===== src/design/upc_pkg.sv =====
// Shared types and constants for the URL percent codec.
package upc_pkg;

   localparam int QDEPTH = 4;
   localparam int QPTR_W = $clog2(QDEPTH);
   localparam int QCNT_W = $clog2(QDEPTH + 1);

   // codec_mode register values
   localparam logic [1:0] MODE_DECODE = 2'd0;
   localparam logic [1:0] MODE_FORM   = 2'd1;

   // characters of interest
   localparam logic [7:0] CH_PCT     = 8'h25;
   localparam logic [7:0] CH_PLUS    = 8'h2B;
   localparam logic [7:0] CH_SPACE   = 8'h20;
   localparam logic [7:0] CH_MINUS   = 8'h2D;
   localparam logic [7:0] CH_UNDER   = 8'h5F;
   localparam logic [7:0] CH_DOT     = 8'h2E;
   localparam logic [7:0] CH_TILDE   = 8'h7E;
   localparam logic [7:0] CH_SLASH   = 8'h2F;
   localparam logic [7:0] CH_AMP     = 8'h26;
   localparam logic [7:0] CH_EQUAL   = 8'h3D;
   localparam logic [7:0] CH_QUEST   = 8'h3F;
   localparam logic [7:0] CH_HASH    = 8'h23;
   localparam logic [7:0] CH_UC_A    = 8'h41;
   localparam logic [7:0] CH_UC_Z    = 8'h5A;
   localparam logic [7:0] CH_LC_A    = 8'h61;
   localparam logic [7:0] CH_LC_Z    = 8'h7A;
   localparam logic [7:0] CH_DIG_0   = 8'h30;
   localparam logic [7:0] CH_DIG_9   = 8'h39;

   // offsets from character code to digit value
   localparam logic [7:0] OFS_UPPER  = 8'd55;
   localparam logic [7:0] OFS_LOWER  = 8'd87;
   localparam logic [7:0] OFS_DIGIT  = 8'd48;
   localparam logic [5:0] BAD_LOW    = 6'h20;

   typedef enum logic [1:0] {
      PH_IDLE,
      PH_PCT,
      PH_DIGIT
   } upc_phase_type;

   // one queued transaction: up to three result bytes
   typedef struct packed {
      logic [7:0] b0;
      logic [7:0] b1;
      logic [7:0] b2;
      logic [1:0] count;
      logic       last;
   } upc_entry_type;

endpackage


===== src/design/upc_front.sv =====
// Front end: accepts source bytes, tracks escapes and forms result groups.
module upc_front (
   input  logic                   clock,
   input  logic                   reset,
   input  logic                   req_valid,
   output logic                   req_stall,
   input  logic [7:0]             req_in_byte,
   input  logic                   req_msg_last,
   input  logic                   csr_valid,
   output logic                   csr_ready,
   input  logic [1:0]             csr_data,
   input  logic                   q_full,
   output logic                   q_push,
   output upc_pkg::upc_entry_type q_entry
);

   upc_pkg::upc_phase_type phase_ff, phase_in;
   logic [5:0]             high_ff, high_in;
   logic [1:0]             mode_ff, mode_in;
   logic                   accept;
   logic                   csr_write;
   logic                   dig_ok;
   logic [5:0]             dig_val;
   logic [5:0]             hi_new;
   logic                   pass;
   upc_pkg::upc_entry_type ent;

   function automatic logic [7:0] combine(input logic [5:0] hi, input logic [5:0] lo);
      combine = {hi[3:0], 4'b0000} + {2'b00, lo};
   endfunction

   function automatic logic [7:0] hex_char(input logic [3:0] v);
      hex_char = (v > 4'd9) ? ({4'b0000, v} + upc_pkg::OFS_UPPER)
                            : ({4'b0000, v} + upc_pkg::OFS_DIGIT);
   endfunction

   assign csr_ready = 1'b1;
   assign csr_write = csr_valid & csr_ready;
   assign req_stall = q_full;
   assign accept    = req_valid & ~req_stall;

   // digit classification
   always_comb begin
      logic [7:0] d;
      d      = 8'd0;
      dig_ok = 1'b1;
      if (req_in_byte inside {[upc_pkg::CH_UC_A : upc_pkg::CH_UC_Z]}) begin
         d = req_in_byte - upc_pkg::OFS_UPPER;
      end else if (req_in_byte inside {[upc_pkg::CH_LC_A : upc_pkg::CH_LC_Z]}) begin
         d = req_in_byte - upc_pkg::OFS_LOWER;
      end else if (req_in_byte inside {[upc_pkg::CH_DIG_0 : upc_pkg::CH_DIG_9]}) begin
         d = req_in_byte - upc_pkg::OFS_DIGIT;
      end else begin
         dig_ok = 1'b0;
      end
      dig_val = d[5:0];
   end

   assign hi_new = dig_ok ? dig_val : 6'd0;

   always_comb begin
      pass = (req_in_byte inside {[upc_pkg::CH_UC_A : upc_pkg::CH_UC_Z],
                                  [upc_pkg::CH_LC_A : upc_pkg::CH_LC_Z],
                                  [upc_pkg::CH_DIG_0 : upc_pkg::CH_DIG_9],
                                  upc_pkg::CH_MINUS, upc_pkg::CH_UNDER,
                                  upc_pkg::CH_DOT, upc_pkg::CH_TILDE});
      if (mode_ff == upc_pkg::MODE_FORM) begin
         pass = pass | (req_in_byte == upc_pkg::CH_PCT);
      end else begin
         pass = pass | (req_in_byte inside {upc_pkg::CH_SLASH, upc_pkg::CH_AMP,
                                            upc_pkg::CH_EQUAL, upc_pkg::CH_QUEST,
                                            upc_pkg::CH_HASH});
      end
   end

   // next state
   always_comb begin
      phase_in = phase_ff;
      high_in  = high_ff;
      mode_in  = mode_ff;
      if (csr_write) begin
         mode_in  = csr_data;
         phase_in = upc_pkg::PH_IDLE;
         high_in  = 6'd0;
      end else if (accept) begin
         if (mode_ff != upc_pkg::MODE_DECODE) begin
            phase_in = upc_pkg::PH_IDLE;
            high_in  = 6'd0;
         end else begin
            case (phase_ff)
               upc_pkg::PH_IDLE: begin
                  if (req_in_byte == upc_pkg::CH_PCT) phase_in = upc_pkg::PH_PCT;
               end
               upc_pkg::PH_PCT: begin
                  // a second '%' stays the pending opener
                  if (req_in_byte != upc_pkg::CH_PCT) begin
                     high_in  = hi_new;
                     phase_in = upc_pkg::PH_DIGIT;
                  end
               end
               default: begin
                  phase_in = upc_pkg::PH_IDLE;
                  high_in  = 6'd0;
               end
            endcase
            if (req_msg_last) begin
               phase_in = upc_pkg::PH_IDLE;
               high_in  = 6'd0;
            end
         end
      end
   end

   // result group
   always_comb begin
      ent.b0    = req_in_byte;
      ent.b1    = 8'd0;
      ent.b2    = 8'd0;
      ent.count = 2'd1;
      ent.last  = req_msg_last;
      if (mode_ff == upc_pkg::MODE_DECODE) begin
         case (phase_ff)
            upc_pkg::PH_IDLE: begin
               if (req_in_byte == upc_pkg::CH_PCT) begin
                  // cut-off escape yields the bad-digit byte
                  ent.b0    = combine(6'd0, upc_pkg::BAD_LOW);
                  ent.count = req_msg_last ? 2'd1 : 2'd0;
               end else if (req_in_byte == upc_pkg::CH_PLUS) begin
                  ent.b0 = upc_pkg::CH_SPACE;
               end
            end
            upc_pkg::PH_PCT: begin
               if (req_in_byte == upc_pkg::CH_PCT) begin
                  ent.b0    = upc_pkg::CH_PCT;
                  ent.b1    = combine(6'd0, upc_pkg::BAD_LOW);
                  ent.count = req_msg_last ? 2'd2 : 2'd1;
               end else begin
                  ent.b0    = combine(hi_new, upc_pkg::BAD_LOW);
                  ent.count = req_msg_last ? 2'd1 : 2'd0;
               end
            end
            default: begin
               ent.b0 = combine(high_ff, dig_ok ? dig_val : upc_pkg::BAD_LOW);
            end
         endcase
      end else if (!pass) begin
         if (req_in_byte == upc_pkg::CH_SPACE) begin
            ent.b0 = upc_pkg::CH_PLUS;
         end else begin
            ent.b0    = upc_pkg::CH_PCT;
            ent.b1    = hex_char(req_in_byte[7:4]);
            ent.b2    = hex_char(req_in_byte[3:0]);
            ent.count = 2'd3;
         end
      end
   end

   assign q_push  = accept & (ent.count != 2'd0);
   assign q_entry = ent;

   always_ff @(posedge clock) begin
      if (reset) begin
         phase_ff <= upc_pkg::PH_IDLE;
         high_ff  <= 6'd0;
         mode_ff  <= upc_pkg::MODE_DECODE;
      end else begin
         phase_ff <= phase_in;
         high_ff  <= high_in;
         mode_ff  <= mode_in;
      end
   end

endmodule


===== src/design/upc_queue.sv =====
// Short queue of result groups between front and back.
module upc_queue (
   input  logic                   clock,
   input  logic                   reset,
   input  logic                   push,
   input  upc_pkg::upc_entry_type push_entry,
   output logic                   full,
   input  logic                   pop,
   output logic                   head_valid,
   output upc_pkg::upc_entry_type head_entry
);

   upc_pkg::upc_entry_type         mem_ff [upc_pkg::QDEPTH];
   logic [upc_pkg::QPTR_W-1:0]     wr_ff, wr_in;
   logic [upc_pkg::QPTR_W-1:0]     rd_ff, rd_in;
   logic [upc_pkg::QCNT_W-1:0]     fill_ff, fill_in;
   logic                           do_pop;

   assign full       = (fill_ff == upc_pkg::QCNT_W'(upc_pkg::QDEPTH));
   assign head_valid = (fill_ff != '0);
   assign head_entry = mem_ff[rd_ff];
   assign do_pop     = pop & head_valid;

   always_comb begin
      wr_in   = push ? wr_ff + 1'b1 : wr_ff;
      rd_in   = do_pop ? rd_ff + 1'b1 : rd_ff;
      fill_in = fill_ff;
      if (push && !do_pop) fill_in = fill_ff + 1'b1;
      else if (!push && do_pop) fill_in = fill_ff - 1'b1;
   end

   always_ff @(posedge clock) begin
      if (push) mem_ff[wr_ff] <= push_entry;
   end

   always_ff @(posedge clock) begin
      if (reset) begin
         wr_ff   <= '0;
         rd_ff   <= '0;
         fill_ff <= '0;
      end else begin
         wr_ff   <= wr_in;
         rd_ff   <= rd_in;
         fill_ff <= fill_in;
      end
   end

endmodule


===== src/design/upc_back.sv =====
// Back end: serialises queued result groups into the output register.
module upc_back (
   input  logic                   clock,
   input  logic                   reset,
   input  logic                   head_valid,
   input  upc_pkg::upc_entry_type head_entry,
   output logic                   pop,
   output logic                   rsp_valid,
   input  logic                   rsp_stall,
   output logic [7:0]             rsp_out_byte,
   output logic                   rsp_run_last,
   output logic                   rsp_msg_end
);

   logic [1:0] idx_ff, idx_in;
   logic       valid_ff, valid_in;
   logic [7:0] byte_ff, byte_in;
   logic       run_ff, run_in;
   logic       end_ff, end_in;
   logic       load_ok;
   logic       load;
   logic       final_byte;

   assign load_ok    = ~valid_ff | ~rsp_stall;
   assign load       = load_ok & head_valid;
   assign final_byte = (idx_ff == head_entry.count - 2'd1);
   assign pop        = load & final_byte;

   always_comb begin
      idx_in   = idx_ff;
      valid_in = valid_ff;
      byte_in  = byte_ff;
      run_in   = run_ff;
      end_in   = end_ff;
      if (load) begin
         valid_in = 1'b1;
         case (idx_ff)
            2'd0:    byte_in = head_entry.b0;
            2'd1:    byte_in = head_entry.b1;
            default: byte_in = head_entry.b2;
         endcase
         run_in = final_byte;
         end_in = final_byte & head_entry.last;
         idx_in = final_byte ? 2'd0 : idx_ff + 2'd1;
      end else if (load_ok) begin
         // result taken, nothing to follow
         valid_in = 1'b0;
      end
   end

   always_ff @(posedge clock) begin
      if (reset) begin
         idx_ff   <= 2'd0;
         valid_ff <= 1'b0;
      end else begin
         idx_ff   <= idx_in;
         valid_ff <= valid_in;
      end
   end

   always_ff @(posedge clock) begin
      byte_ff <= byte_in;
      run_ff  <= run_in;
      end_ff  <= end_in;
   end

   assign rsp_valid    = valid_ff;
   assign rsp_out_byte = byte_ff;
   assign rsp_run_last = run_ff;
   assign rsp_msg_end  = end_ff;

endmodule


===== src/design/url_percent_codec.sv =====
// Top level of the URL percent codec: front end, queue and back end.
//
//   channel | direction | handshake            | payload
//   req     | in        | req_valid/req_stall  | req_in_byte, req_msg_last
//   rsp     | out       | rsp_valid/rsp_stall  | rsp_out_byte, rsp_run_last, rsp_msg_end
//   csr     | in        | csr_valid/csr_ready  | csr_data (codec_mode)
//
// The back end sends one result byte per cycle while rsp_stall is low; an escaped
// byte in encode yields three result bytes.
// A result passes through the queue and then the output register on its way to rsp.
// The front end takes a new transaction every cycle while the four-entry queue
// has room; rsp_stall backs up the queue and then raises req_stall.
// Synchronous reset clears the escape state, codec_mode, the queue and rsp_valid.
module url_percent_codec (
   input  logic       clock,
   input  logic       reset,
   input  logic       req_valid,
   output logic       req_stall,
   input  logic [7:0] req_in_byte,
   input  logic       req_msg_last,
   output logic       rsp_valid,
   input  logic       rsp_stall,
   output logic [7:0] rsp_out_byte,
   output logic       rsp_run_last,
   output logic       rsp_msg_end,
   input  logic       csr_valid,
   output logic       csr_ready,
   input  logic [1:0] csr_data
);

   logic                   q_full;
   logic                   q_push;
   upc_pkg::upc_entry_type q_entry;
   logic                   q_pop;
   logic                   q_head_valid;
   upc_pkg::upc_entry_type q_head;

   upc_front u_front (
      .clock        (clock),
      .reset        (reset),
      .req_valid    (req_valid),
      .req_stall    (req_stall),
      .req_in_byte  (req_in_byte),
      .req_msg_last (req_msg_last),
      .csr_valid    (csr_valid),
      .csr_ready    (csr_ready),
      .csr_data     (csr_data),
      .q_full       (q_full),
      .q_push       (q_push),
      .q_entry      (q_entry)
   );

   upc_queue u_queue (
      .clock      (clock),
      .reset      (reset),
      .push       (q_push),
      .push_entry (q_entry),
      .full       (q_full),
      .pop        (q_pop),
      .head_valid (q_head_valid),
      .head_entry (q_head)
   );

   upc_back u_back (
      .clock        (clock),
      .reset        (reset),
      .head_valid   (q_head_valid),
      .head_entry   (q_head),
      .pop          (q_pop),
      .rsp_valid    (rsp_valid),
      .rsp_stall    (rsp_stall),
      .rsp_out_byte (rsp_out_byte),
      .rsp_run_last (rsp_run_last),
      .rsp_msg_end  (rsp_msg_end)
   );

endmodule

===== config.mk =====
export PLATFORM = sky130hd
export DESIGN_NAME = url_percent_codec
export DESIGN_NICKNAME = d
export VERILOG_FILES = /design/src/design/upc_pkg.sv /design/src/design/upc_front.sv /design/src/design/upc_queue.sv /design/src/design/upc_back.sv /design/src/design/url_percent_codec.sv
export SDC_FILE = /design/constraint.sdc
export NUM_CORES = 1
export LEC_CHECK = 0
export ABC_AREA = 1
export BUFFER_PORTS_ARGS = -buffer_cell sky130_fd_sc_hd__buf_2
export CAP_MARGIN = 20
export CORE_ASPECT_RATIO = 2
export CORE_MARGIN = 5
export CORE_UTILIZATION = 35
export CTS_CLUSTER_SIZE = 20
export DETAILED_ROUTE_END_ITERATION = 16
export PLACE_DENSITY = 0.56
export SLEW_MARGIN = 25
export SYNTH_ARGS = -nofsm -noshare
export SYNTH_HDL_FRONTEND = slang
export SYNTH_SLANG_ARGS = --single-unit

===== constraint.sdc =====
create_clock -name clock -period 3.25 [get_ports clock]
set_clock_uncertainty 0.15 [all_clocks]
set_input_delay 0 -clock clock [delete_from_list [all_inputs] [get_ports clock]]
set_output_delay 0 -clock clock [all_outputs]
set_load 0.01 [all_outputs]

-- Word-level counts from Yosys, hierarchy flattened
Memories as Yosys holds them, arrays and structs flattened. A register that Yosys moved wholly into a read port is not among the register bits.
Cells that the tools add are included.
- $add $sub $neg: 15
- order comparisons: 8
- equality and inequality tests: 21
- multiplexer cells: 47
- bitwise gates (word level): 12
- reduce and logical (&&, ||, !) cells: 20
- operators by type and width (cell ; count):
    $eq A8 B6 Y1 const B ; 10
    $mux W8 ; 7
    $pmux W8 S2 ; 2
    $mux W6 ; 5
    $add A4 B6 Y7 const B ; 4
    $mux W26 ; 1
    $mux W2 ; 11
    $mux W4 ; 5
    $mux W18 ; 1
    $eq A8 B7 Y1 const B ; 2
    $ge A8 B7 Y1 const B ; 2
    $le A8 B7 Y1 const B ; 2
    $mux W16 ; 1
    $sub A6 B6 Y6 const B ; 2
    $mux W1 ; 9
    $add A8 B6 Y8 ; 1
    $add A8 B6 Y8 const B ; 1
    $ge A8 B6 Y1 const B ; 1
    $gt A4 B4 Y1 const B ; 2
    $le A8 B6 Y1 const B ; 1
    $ne A4 B2 Y1 const B ; 2
    $ne A8 B6 Y1 const B ; 1
    $pmux W2 S2 ; 2
    $pmux W4 S2 ; 1
    22 further kinds ; 47
- flip-flop bits (word level): 28
- bits in writable memories: 108
- input bits: 16
- logic and storage cells: 135
- memories: 1
- memories (memory ; words ; width ; read ports ; clocked after memory_dff ; write ports ; line ; RTL):
    u_queue.mem_ff ; 4 ; 27 ; 1 ; 1 ; 1 ; upc_queue.sv:13 ; upc_pkg::upc_entry_type mem_ff [upc_pkg::QDEPTH];

-- Depth between registers and ports, before layout
- depth after elaboration: 13
- mapped depth: 21
- depth with buffers taken out: 21

-- Hierarchy
From an unflattened synthesis, not the netlist that was laid out.
- cell total of the unflattened synthesis: 715
- area, all modules: 6945.4 sq um
- modules (own cells, without submodules) (module ; times used ; cells each ; area an instance (sq um) ; sequential area each (sq um)):
    upc_queue ; 1 ; 324 ; 4518.1 ; 3423.3
    upc_front ; 1 ; 323 ; 1757.9 ; 160.2
    upc_back ; 1 ; 68 ; 669.4 ; 360.3

-- Worst setup path after synthesis
Ideal clock, no wire load.
- path kind: input to register
- start point: input port req_in_byte[4]
- end point: memory u_queue.mem_ff[0][0] in the netlist's numbering, enable pin
- library setup time: 0.407 ns
- data arrival time: 2.435 ns
- data required time: 2.693 ns
- setup slack: 0.258 ns
- stages: 14
- buffers on the path: 0
- cell sequence: inv_1 -> ha_1 -> nand3_4 -> inv_2 -> nand3_2 -> inv_2 -> ha_1 -> nand2_1 -> nand2_1 -> inv_1 -> nor2_1 -> o21ai_0 -> nand2_1 -> nor2_1
- word-level cells in the longest chain between the ends: 11
- elaborated cells on any way between the ends: 35
- those cells by class: order compare (6); eq/ne (11); mux (9); bitwise (3); reduce/logical (6)
- ends and longest elaborated chain (what ; line ; RTL):
    start: declaration ; url_percent_codec.sv:19 ; input logic [7:0] req_in_byte,
    $ge A8 B7 Y1, or another cell as far along ; upc_front.sv:62 ; pass = (req_in_byte inside {[upc_pkg::CH_UC_A : upc_pkg::CH_UC_Z],
    $logic_and A1 B1 Y1 ; upc_front.sv:62 ;
    $reduce_bool A7 Y1 ; upc_front.sv:62 ;
    $or A1 B1 Y1, on equally long branches ; upc_front.sv:70, upc_front.sv:68 ;
    $mux W1 ; upc_front.sv:67 ; if (mode_ff == upc_pkg::MODE_FORM) begin
    $mux W26 ; upc_front.sv:146 ; end else if (!pass) begin
    $mux W2 * ; upc_front.sv:121 ; if (mode_ff == upc_pkg::MODE_DECODE) begin
    $reduce_bool A2 Y1 * ; upc_front.sv:158 ; assign q_push = accept & (ent.count != 2'd0);
    $and A1 B1 Y1 * ; upc_front.sv:158 ;
    $mux W1 * ; upc_queue.sv:33 ; if (push) mem_ff[wr_ff] <= push_entry;
    $mux W1 (not written as such) * ; upc_queue.sv:33 ;
    end: declaration ; upc_queue.sv:13 ;
Every way passes the cells marked *; elsewhere a longest branch is shown, timed or not.

==> flow_summary.toml <==
[placed_design]
port_buffers = 27
dpl.hpwl_um = 12500
finalWeightedCongestion = 0.943

[timing]
setup_tns_ns = 0
hold_violation_total_from_the_final_report = 0
worst_pin_slew_ns = 0.618
timing.max_slew.rel_slack = 0.587
final_period_minus_worst_setup_slack_ns = 2.95
setup_repair_after_global_routing_missed_its_margin = "false"
setup_viol_count_final = 0
final_max_slew_viol_count = 0
maxClockFrequency_mhz = 339
finalHoldWorstSlack_ns = 0.0398
timing.final.crit_share = 0.908

[worst_setup_path]
cp.required_ns = 3.25
r2r_cells = 17
endpoint_kind = "flip-flop"
cp-start-kind = "primary input"
critical_path_arrival_ns = 2.95
critical_path_peak_fanout = 10
path_class = "primary input to flip-flop"

[clock_tree]
ctsRootBufferMaster = "sky130_fd_sc_hd__clkbuf_16"
cts.htree.levels = 4
ctsLongestPathBuffers = 2
total_clock_buffers_created_by_cts = 17
clk_transition_reported_paths_ns = 0.05
post_cts_repair_setup_buffers = 0
clock_tree_from_tritoncts = "yes"
clock-sinks = 130
clk_latency_ns = 0.41

[detailed_routing]
wire_per_inst_um = 18.2
vias = 4978
drt-total-wl_um = 17400
drt_drc_violations_left = 0
antenna_left = 0
initialDrtViolationCount = 282
drt-pass1-iter-count = 5
avgViaCountPerCell = 5.21

[logic_synthesis]
synthesis.yosys.warnings = 0
ys_async_sr_fraction = 0
synth_seq_cells = 130
mean_syn_cell_area_um2 = 9.64
post_syn_instances = 674
synth_edf_count = 110
postSynthNetCount = 713
synth_top_flop_cell = "sky130_fd_sc_hd__edfxtp_1"
yosysSeqAreaShare = 0.570
number_of_distinct_standard_cells_referenced_by_the_synthesized_netlist = 44
netlist_area_um2 = 6500

[cells_and_area]
drive_above_1_share = 0.146
layout.cells.most_common_list = "117 x sky130_fd_sc_hd__nand2_1, 110 x sky130_fd_sc_hd__edfxtp_1, 88 x sky130_fd_sc_hd__nor2_1, 68 x sky130_fd_sc_hd__o21ai_0, 61 x sky130_fd_sc_hd__inv_1"
mostFrequentLayoutCell = "sky130_fd_sc_hd__nand2_1"
fin_util = 0.416
antenna-diode-count = 0
areaGrowthSynthToFinish_pct = 17.3
fin_nets = 765

[floorplan]
initial_utilization = 0.355
number_of_top_level_pins = 29
fp.coreArea_um2 = 18300
fp.dieArea_um2 = 21600
die_height_um = 203
rows = 70
dieWidth_um = 106

[pwr]
power.density_cell_area_nw_per_um2 = 742
vdd_ir_drop_max_mv = 0.297
power_leakage_uw = 0.00304

[global_route]
overflow = 0
grtUsageTotal = 0.169
grt_max_degree = 45
initial_antenna_violation_count = 0
grt_pass1_vias = 5297
grt_pass1_wl_um = 27500

[min_path]
min_path_cells = 2
min-delay-path-class = "primary input to flip-flop"

[run]
timing.max_cap.violations = 0

[run_status]
status = "finished, final reports clean"
-- worst paths after layout --
path,from,end,slack (ns)
worst max-delay path,req_in_byte[2],u_queue.mem_ff[2][25]$_DFFE_PP_,0.30
worst min-delay path,req_in_byte[3],u_queue.mem_ff[1][5]$_DFFE_PP_,0.04
worst max register to register,u_front.phase_ff[1]$_SDFFE_PP0P_,u_queue.fill_ff[2]$_SDFFE_PP0P_,0.39
worst min register to register,u_back.idx_ff[0]$_SDFFE_PP0P_,u_back.idx_ff[0]$_SDFFE_PP0P_,0.33
-- power breakdown --
part	switching, µW	internal [µW]
Combinational	1080	495
Sequential	91.6	2150
Clock	661	1180
-- repair_timing --
item / in CTS / in global routing
endpoints found under the setup margin: 0 / 1
resized for setup: 0 / 1
endpoints found under the hold margin: 32 / 0
hold buffers: 13 / 0
-- worst max-delay path: stages --
cell and delay, ns:
sky130_fd_sc_hd__dlygate4sd3_1 0.53, sky130_fd_sc_hd__clkbuf_4 0.21, sky130_fd_sc_hd__inv_2 0.14, sky130_fd_sc_hd__nand3_1 0.17
sky130_fd_sc_hd__nand2_1 0.12, sky130_fd_sc_hd__nand3_2 0.09, sky130_fd_sc_hd__nand2_4 0.12, sky130_fd_sc_hd__nand2_4 0.09
sky130_fd_sc_hd__nor2_8 0.13, sky130_fd_sc_hd__nor2_1 0.06, sky130_fd_sc_hd__nand2_1 0.05, sky130_fd_sc_hd__o21ai_0 0.09
sky130_fd_sc_hd__ha_1 0.26, sky130_fd_sc_hd__fa_1 0.42, sky130_fd_sc_hd__xnor2_1 0.15, sky130_fd_sc_hd__o221ai_1 0.13
sky130_fd_sc_hd__nand2_1 0.08, sky130_fd_sc_hd__nand2_1 0.09
-- synthesized netlist by cell type, types with 5 or more instances --
master | n | area (µm²)
sky130_fd_sc_hd__nor2_1 | 92 | 345
sky130_fd_sc_hd__nand2_1 | 117 | 439
sky130_fd_sc_hd__nor2_2 | 5 | 31.3
sky130_fd_sc_hd__ha_1 | 21 | 263
sky130_fd_sc_hd__o22ai_1 | 22 | 138
sky130_fd_sc_hd__a21oi_1 | 26 | 130
sky130_fd_sc_hd__nor3_1 | 12 | 60.1
sky130_fd_sc_hd__o21ai_0 | 68 | 340
sky130_fd_sc_hd__clkbuf_1 | 15 | 56.3
sky130_fd_sc_hd__inv_1 | 61 | 229
sky130_fd_sc_hd__dfxtp_1 | 20 | 400
sky130_fd_sc_hd__nand2_2 | 5 | 31.3
sky130_fd_sc_hd__edfxtp_1 | 110 | 3300
sky130_fd_sc_hd__nand3_1 | 42 | 210
-- per-layer routing --
metal / up-vias / part of all wire / global-route usage
met5: - / 0 / 0
met4: 0 / 0.061 / 0.118
met3: 59 / 0.034 / 0.0340
met2: 131 / 0.56 / 0.317
met1: 2381 / 0.35 / 0.160
li1: 2407 / - / -
-- registers in the layout, indices dropped and copies added, names as in the netlist, 2 cells and up, named ones only --
name,flops
u_queue.mem_ff,100
u_back.rsp_out_byte,8
u_front.high_ff,4
u_queue.fill_ff,3
u_back.idx_ff,2
u_front.mode_ff,2
u_front.phase_ff,2
u_queue.rd_ff,2
u_queue.wr_ff,2
-- cells by family after synthesis --
kind of cell / after synthesis / share of synthesized area
and+or+nand+nor: 291 / 0.205
AOI/OAI and AO/OA: 133 / 0.113
DFF: 130 / 0.570
buffers and inverters: 92 / 0.0601
adders and majority gates: 23 / 0.0466
xor gates and xnor gates: 4 / 0.00539
other: 1 / 0.000577
-- final cells by class --
cell class / count / area (µm²)
Fill cell: 1743 / 10700
Sequential cell: 130 / 3700
Multi-Input combinational cell: 452 / 2410
Clock buffer: 18 / 429
Timing Repair Buffer: 57 / 395
Tap cell: 216 / 270
Inverter: 68 / 263
Clock inverter: 14 / 145
-- metrics by stage --
step / std cells / total power, µW / area (µm²) / setup WS, ns
global route: 955 / 6000 / 7620 / 0.0151
detailed placement: 910 / 3850 / 6910 / 0.0819
finish: 955 / 5660 / 7620 / 0.298
global placement: 910 / 3800 / 6910 / 0.187
CTS: 955 / 5710 / 7620 / 0.248
floorplan: 674 / 3320 / 6500 / 0.258
No activity file was read; power rests on OpenSTA's default activity.
